<file path="src/rtl/bmma_pkg.sv">
// Shared types and constants for the block matrix multiply-accumulate unit.
`default_nettype none

package bmma_pkg;

  localparam int ACT_W     = 2;
  localparam int POS_W     = 4;
  localparam int CFG_W     = 5;
  localparam int CFG_IDX_W = 1;

  localparam logic [ACT_W-1:0] ACT_LOAD = 2'd0;
  localparam logic [ACT_W-1:0] ACT_MUL  = 2'd1;
  localparam logic [ACT_W-1:0] ACT_READ = 2'd2;

  localparam logic [CFG_IDX_W-1:0] CFG_MATRIX_SIZE = 1'b0;
  localparam logic [CFG_IDX_W-1:0] CFG_BLOCK_SIZE  = 1'b1;

  localparam logic [CFG_W-1:0] MATRIX_SIZE_RST = 5'd16;
  localparam logic [CFG_W-1:0] BLOCK_SIZE_RST  = 5'd4;

  localparam logic KIND_MULT = 1'b0;
  localparam logic KIND_READ = 1'b1;

  typedef struct packed {
    logic ld;
    logic rd_in;
    logic c_rd_ij;
    logic mac_rd;
    logic c_wr_ij;
    logic clr_ovf;
    logic out_read;
    logic out_mult;
  } cmd_t;

  typedef struct packed {
    logic pipe_empty;
  } status_t;

endpackage

`default_nettype wire

</file>
<file path="src/rtl/bmma_ctrl.sv">
// Sequencer: configuration registers, item decode and the Cannon loop counters.
`default_nettype none

module bmma_ctrl #(
  parameter int MAX_SIZE = 16
) (
  input  wire                            clk_i,
  input  wire                            rst_ni,
  input  wire                            start_i,
  input  wire  [bmma_pkg::ACT_W-1:0]     action_i,
  output logic                           busy_o,
  input  wire                            cfg_valid_i,
  output logic                           cfg_ready_o,
  input  wire  [bmma_pkg::CFG_IDX_W-1:0] cfg_index_i,
  input  wire  [bmma_pkg::CFG_W-1:0]     cfg_data_i,
  input  bmma_pkg::status_t              status_i,
  output bmma_pkg::cmd_t                 cmd_o,
  output logic [$clog2(MAX_SIZE)-1:0]    mac_row_o,
  output logic [$clog2(MAX_SIZE)-1:0]    mac_col_o,
  output logic [$clog2(MAX_SIZE)-1:0]    mac_k_o
);

  localparam int IW = $clog2(MAX_SIZE);
  localparam int CW = $clog2(MAX_SIZE + 1);

  localparam logic [2:0] S_IDLE  = 3'd0;
  localparam logic [2:0] S_READ  = 3'd1;
  localparam logic [2:0] S_CHK   = 3'd2;
  localparam logic [2:0] S_RDC   = 3'd3;
  localparam logic [2:0] S_ISSUE = 3'd4;
  localparam logic [2:0] S_DRAIN = 3'd5;
  localparam logic [2:0] S_DONE  = 3'd6;

  logic [2:0]                state_q, state_d;
  logic [bmma_pkg::CFG_W-1:0] msize_q, msize_d, bsize_q, bsize_d;
  logic [CW-1:0]             n_q, n_d, bs_q, bs_d, rem_q, rem_d;
  logic [IW-1:0]             i_q, i_d, j_q, j_d, ii_q, ii_d, jj_q, jj_d;
  logic [IW-1:0]             ibase_q, ibase_d, jbase_q, jbase_d;
  logic [IW-1:0]             kbase_q, kbase_d, kk_q, kk_d, t_q, t_d;

  logic [CW-1:0] n_in, n_m1, bs_m1;
  logic          bs_ok, last_i, last_j, last_t, blk_end_i, blk_end_j, blk_end_k;
  logic [CW:0]   ksum, knext_sum, inext_sum, jnext_sum;
  logic [IW-1:0] kstart, knext;

  always_comb begin
    n_in      = (32'(msize_q) > MAX_SIZE) ? CW'(MAX_SIZE) : CW'(msize_q);
    bs_ok     = (bsize_q != '0) && (32'(bsize_q) <= 32'(n_in));
    n_m1      = n_q - CW'(1);
    bs_m1     = bs_q - CW'(1);
    last_i    = (CW'(i_q) == n_m1);
    last_j    = (CW'(j_q) == n_m1);
    last_t    = (CW'(t_q) == n_m1);
    blk_end_i = (CW'(ii_q) == bs_m1);
    blk_end_j = (CW'(jj_q) == bs_m1);
    blk_end_k = (CW'(kk_q) == bs_m1);
    ksum      = (CW+1)'(ibase_q) + (CW+1)'(jbase_q);
    kstart    = (ksum >= (CW+1)'(n_q)) ? IW'(ksum - (CW+1)'(n_q)) : IW'(ksum);
    knext_sum = (CW+1)'(kbase_q) + (CW+1)'(bs_q);
    knext     = (knext_sum >= (CW+1)'(n_q)) ? '0 : IW'(knext_sum);
    inext_sum = (CW+1)'(ibase_q) + (CW+1)'(bs_q);
    jnext_sum = (CW+1)'(jbase_q) + (CW+1)'(bs_q);
  end

  always_comb begin
    state_d = state_q;
    msize_d = msize_q;
    bsize_d = bsize_q;
    n_d     = n_q;
    bs_d    = bs_q;
    rem_d   = rem_q;
    i_d     = i_q;
    j_d     = j_q;
    ii_d    = ii_q;
    jj_d    = jj_q;
    ibase_d = ibase_q;
    jbase_d = jbase_q;
    kbase_d = kbase_q;
    kk_d    = kk_q;
    t_d     = t_q;
    cmd_o   = '0;

    if (cfg_valid_i && cfg_ready_o) begin
      case (cfg_index_i)
        bmma_pkg::CFG_MATRIX_SIZE: msize_d = cfg_data_i;
        bmma_pkg::CFG_BLOCK_SIZE:  bsize_d = cfg_data_i;
        default: ;
      endcase
    end

    case (state_q)
      S_IDLE: begin
        if (start_i) begin
          case (action_i)
            bmma_pkg::ACT_LOAD: cmd_o.ld = 1'b1;
            bmma_pkg::ACT_READ: begin
              cmd_o.rd_in = 1'b1;
              state_d     = S_READ;
            end
            bmma_pkg::ACT_MUL: begin
              cmd_o.clr_ovf = 1'b1;
              n_d     = n_in;
              i_d     = '0;
              j_d     = '0;
              ii_d    = '0;
              jj_d    = '0;
              ibase_d = '0;
              jbase_d = '0;
              rem_d   = n_in;
              if (n_in == '0) begin
                state_d = S_DONE;
              end else if (bs_ok) begin
                bs_d    = CW'(bsize_q);
                state_d = S_CHK;
              end else begin
                bs_d    = n_in;
                state_d = S_RDC;
              end
            end
            default: ;
          endcase
        end
      end
      S_READ: begin
        cmd_o.out_read = 1'b1;
        state_d        = S_IDLE;
      end
      S_CHK: begin
        if (rem_q >= bs_q) begin
          rem_d = rem_q - bs_q;
        end else begin
          if (rem_q != '0) begin
            bs_d = n_q;
          end
          state_d = S_RDC;
        end
      end
      S_RDC: begin
        cmd_o.c_rd_ij = 1'b1;
        kbase_d = kstart;
        kk_d    = '0;
        t_d     = '0;
        state_d = S_ISSUE;
      end
      S_ISSUE: begin
        cmd_o.mac_rd = 1'b1;
        if (blk_end_k) begin
          kk_d    = '0;
          kbase_d = knext;
        end else begin
          kk_d = kk_q + IW'(1);
        end
        t_d = t_q + IW'(1);
        if (last_t) begin
          state_d = S_DRAIN;
        end
      end
      S_DRAIN: begin
        if (status_i.pipe_empty) begin
          cmd_o.c_wr_ij = 1'b1;
          state_d       = S_RDC;
          if (last_j) begin
            j_d     = '0;
            jj_d    = '0;
            jbase_d = '0;
            if (last_i) begin
              state_d = S_DONE;
            end else if (blk_end_i) begin
              ii_d    = '0;
              ibase_d = IW'(inext_sum);
              i_d     = i_q + IW'(1);
            end else begin
              ii_d = ii_q + IW'(1);
              i_d  = i_q + IW'(1);
            end
          end else if (blk_end_j) begin
            jj_d    = '0;
            jbase_d = IW'(jnext_sum);
            j_d     = j_q + IW'(1);
          end else begin
            jj_d = jj_q + IW'(1);
            j_d  = j_q + IW'(1);
          end
        end
      end
      S_DONE: begin
        cmd_o.out_mult = 1'b1;
        state_d        = S_IDLE;
      end
      default: state_d = S_IDLE;
    endcase
  end

  always_ff @(posedge clk_i or negedge rst_ni) begin
    if (!rst_ni) begin
      state_q <= S_IDLE;
      msize_q <= bmma_pkg::MATRIX_SIZE_RST;
      bsize_q <= bmma_pkg::BLOCK_SIZE_RST;
      n_q     <= '0;
      bs_q    <= '0;
      rem_q   <= '0;
      i_q     <= '0;
      j_q     <= '0;
      ii_q    <= '0;
      jj_q    <= '0;
      ibase_q <= '0;
      jbase_q <= '0;
      kbase_q <= '0;
      kk_q    <= '0;
      t_q     <= '0;
    end else begin
      state_q <= state_d;
      msize_q <= msize_d;
      bsize_q <= bsize_d;
      n_q     <= n_d;
      bs_q    <= bs_d;
      rem_q   <= rem_d;
      i_q     <= i_d;
      j_q     <= j_d;
      ii_q    <= ii_d;
      jj_q    <= jj_d;
      ibase_q <= ibase_d;
      jbase_q <= jbase_d;
      kbase_q <= kbase_d;
      kk_q    <= kk_d;
      t_q     <= t_d;
    end
  end

  assign busy_o      = (state_q != S_IDLE);
  assign cfg_ready_o = (state_q == S_IDLE);
  assign mac_row_o   = i_q;
  assign mac_col_o   = j_q;
  assign mac_k_o     = kbase_q + kk_q;

  a_bs_nonzero: assert property (@(posedge clk_i) disable iff (!rst_ni)
    (state_q == S_ISSUE) |-> (bs_q != '0))
    else $error("block edge zero while issuing");

  a_k_range: assert property (@(posedge clk_i) disable iff (!rst_ni)
    (state_q == S_ISSUE) |-> (CW'(mac_k_o) < n_q))
    else $error("k index beyond matrix size");

  a_chk_exit: assert property (@(posedge clk_i) disable iff (!rst_ni)
    (state_q == S_CHK) |=> (state_q == S_CHK || state_q == S_RDC))
    else $error("divisibility check left to wrong state");

endmodule

`default_nettype wire

</file>
<file path="config.mk">
export PLATFORM = sky130hd
export DESIGN_NAME = bmma_ctrl
export DESIGN_NICKNAME = d
export VERILOG_FILES = /design/src/rtl/bmma_pkg.sv /design/src/rtl/bmma_ctrl.sv
export SDC_FILE = /design/constraint.sdc
export NUM_CORES = 1
export LEC_CHECK = 0
export BUFFER_PORTS_ARGS = -buffer_cell sky130_fd_sc_hd__buf_4
export CAP_MARGIN = 10
export CORE_MARGIN = 2
export CORE_UTILIZATION = 35
export CTS_CLUSTER_SIZE = 20
export DETAILED_ROUTE_END_ITERATION = 6
export SLEW_MARGIN = 20
export SYNTH_ARGS = -nofsm -noshare
export SYNTH_HDL_FRONTEND = slang
export SYNTH_SLANG_ARGS = --single-unit
</file>
<file path="constraint.sdc">
create_clock -name clk_i -period 3.5 [get_ports clk_i]
set_input_delay 0 -clock clk_i [delete_from_list [all_inputs] [get_ports clk_i]]
set_output_delay 0 -clock clk_i [all_outputs]
set_load 0.05 [all_outputs]
</file>
==> metrics.txt <==
pin count of the biggest net entering global routing 65; Yosys cell types 68; CP delay by family, top compound AO/OA/AOI/OAI gates; I/O Pins 35; Final Max Slew Viols 0; Fin Hold WS 0.0150 ns; pwr dens 289 nW/um^2; Synth area leaders dfrtp_1, ha_1, xnor2_1; Synthesis Warnings 0; Post-Layout Inst Area 5790 um^2; Synth top area share 0.311; vias in the first global route 4136; Max Cap Viol 0; cells on worst reg2reg path 11; n_diodes 0; area leader, netlist dfrtp_1; pre-CTS setup slack 0.608 ns; XOR/XNOR Fraction of Synth Area 0.109; Buf/Inv on CP 1; HP Class in -> reg; register bit total from synthesis 64; Crit path depth 11; part of the Yosys area used for sequential elements 0.321; Final Setup Violations 0; Starting Density 0.359; Simple-Gate Fraction of Synth Area 0.166; Fillers 1352; First-pass DRT Iterations 6; CP Cell Sequence ha_1 -> inv_1 -> fa_1 -> xnor2_1 -> ha_1 -> o21ai_0 -> a21oi_1 -> o22ai_1 -> mux2i_1 -> a2bb2oi_1 -> a21oi_1; VDD IR max 0.000276 V; Synth Flop Type dfrtp_1; area occupied by registers 1600 um^2; H-tree Lvls 3; grt ovf 0; Max FO, Critical Path 4; Area after DPL 5430 um^2; Routed WL 13.0 mm; mux share of post-synthesis cell area 0.0416; largest family of logic cells by synthesized area compound AO/OA/AOI/OAI gates; Die Ht 123 um; Compound-Gate Fraction of Synth Area 0.177; Async S/R FF share, synth 1.00; RSZ-0062 raised after global routing no; DR vias/cell 5.32; gp weighted congestion 0.858; Slowest-stage cell, CP fa_1; Mapped Area 5000 um^2; dpl hpwl 9.96 mm; DRC 0; via count 4014; critical path required time 3.69 ns; CTS tree yes; post-route minimum period 2.92 ns; period utilization 0.833; area of the core 13900 um^2; die area 15200 um^2; Startpoint Class register; Setup Buffers After CTS 0; CP max stage delay 0.40 ns; Worst Path Arrival 3.11 ns; met2 WL 6.34 mm; Rel. slew slack 0.429; row cnt 43; Die Span X 123 um; met3 WL 599 um; Hold Crit Depth 4; top layer in use met4; Adder-Cell Fraction of Synth Area 0.141; EDFF count, synth 0; WL per Instance 17.2 um; Fin. Hold Viols 0; port bufs 34; setup TNS 0 ns; Avg Inst Size Synth 9.48 um^2; Skew-Pair Late Insertion Delay 0.34 ns; Post-DRT Antenna Nets 0; TritonCTS buffer count 9; Setup CP Type reg -> reg; final setup skew 0.00688 ns; outcome finished, final reports clean; worst setup margin 0.584 ns; slew of the pin with the lowest slew margin 0.856 ns; Metal-1 WL 5.67 mm; fin util 0.415; Syn Nets 592; Layout Nets 635; DR iter-0 viols 208; Max Freq 0.343 GHz; Syn Inst Count 527; area of the multi-input gates 3170 um^2; Clock transition at path regs 0.05 ns; gr usage total 0.182; antenna violations before repair 0; Max Root-Sink Buffers 2; Area Growth Syn to Fin 15.8%; clk sinks 64; CP endpoint kind register; leakage 2.78 nW; first-pass GRT wire length 21.0 mm; layout cells sized above 1 0.162; clock root buffer clkbuf_16
cells in the final DEF, fill, tap and decap left out, drive strengths merged, types with 7 or more instances in the layout:
master / synthesis / routed
and3: 7 / 7
nand2: 50 / 50
inv: 37 / 37
nand3: 18 / 18
xnor2: 26 / 26
o31ai: 7 / 7
a211oi: 9 / 9
mux2: 14 / 14
buf: 4 / 39
ha: 45 / 45
o21ai: 44 / 44
a21oi: 29 / 29
a21o: 12 / 12
dfrtp: 62 / 62
clkbuf: 10 / 11
dlygate4sd3: 0 / 7
nor3: 10 / 10
nor2: 36 / 36
fa: 7 / 7
xnor3: 7 / 7
xor2: 15 / 15
flip-flops by register name (all words and copies together) (netlist names), 5 cells and up:
signal / cells
rem_q: 5
n_q: 5
bs_q: 5
bsize_q: 5
msize_q: 5
worst paths after layout:
| check | slack [ns] | endpoint | startpoint |
|---|---|---|---|
| setup / recovery | 0.58 | kbase_q[2] | ibase_q[0] |
| hold / removal | 0.02 | msize_q[4] | cfg_index_i |
| setup reg to reg | 0.58 | kbase_q[2] | ibase_q[0] |
| hold reg to reg | 0.53 | msize_q[0] | msize_q[0] |
| max in group asynchronous | 2.62 | t_q[0] | rst_ni |
| min in group asynchronous | 0.29 | kbase_q[2] | rst_ni |
synthesized netlist by cell type (all sizes together) (2+ instances only):
master / count
xor2: 15
a211o: 2
o21ai: 44
xnor3: 7
mux2i: 5
a221oi: 3
nand2: 50
o21bai: 3
buf: 4
a32o: 2
a21o: 12
o31ai: 7
or4: 2
clkbuf: 10
o21a: 3
a211oi: 9
a21oi: 29
xnor2: 26
nand2b: 3
nand4: 5
nor3: 10
nor2: 36
a31oi: 3
a22oi: 2
or3: 3
nor2b: 6
and3: 7
inv: 37
ha: 45
a22o: 6
dfrtp: 62
dfstp: 2
and2: 4
nor3b: 6
nand3: 18
fa: 7
mux2: 14
or2: 3
metrics by stage:
stage	total power, mW	instances
6_report	1.67	754
5_1_grt	1.71	754
4_1_cts	1.69	754
3_5_place_dp	0.785	732
3_3_place_gp	0.784	732
2_1_floorplan	0.756	527
repair_timing:
item | 4_1_cts | 5_1_grt
hold buffers | 7 | 0
resized for setup | 0 | 0
hold endpoints to repair | 73 | 0
cells by family after synthesis:
logic type | Yosys count
DFF | 64
AOI/OAI and AO/OA | 134
muxes | 19
and+or+nand+nor | 158
adders and majority gates | 52
buffers and inverters | 51
xor gates and xnor gates | 49
power breakdown:
part           leakage (nW)  switching (mW)  internal, mW
Combinational          1.81          0.0217        0.0151
Sequential            0.818               0         0.741
Clock                 0.145           0.331         0.562
routing by layer:
layer | GRT usage | up-vias
met2 | 0.309 | 101
met4 | 0.0653 | 0
met3 | 0.0378 | 19
met1 | 0.228 | 1928
li1 | - | 1966
met5 | 0 | -
area by class of cell:
type	count	area share
multi-input cells	412	0.547
flip-flops and latches	64	0.277
repair buffers	46	0.0627
clock buffers	11	0.0420
well taps	180	0.0389
inverters	37	0.0240
clock inverters	4	0.00779
worst register-to-register path, delay by kind of cell, from the launching register on:
| kind | cells | cell delay [ns] |
|---|---|---|
| AO/OA/AOI/OAI | 5 | 0.94 |
| adder cells (fa/ha/maj) | 3 | 0.90 |
| flip-flops | 1 | 0.39 |
| multiplexers | 1 | 0.25 |
| XOR/XNOR | 1 | 0.22 |
| buffers and inverters | 1 | 0.06 |
No activity file was read; power rests on OpenSTA's default activity.
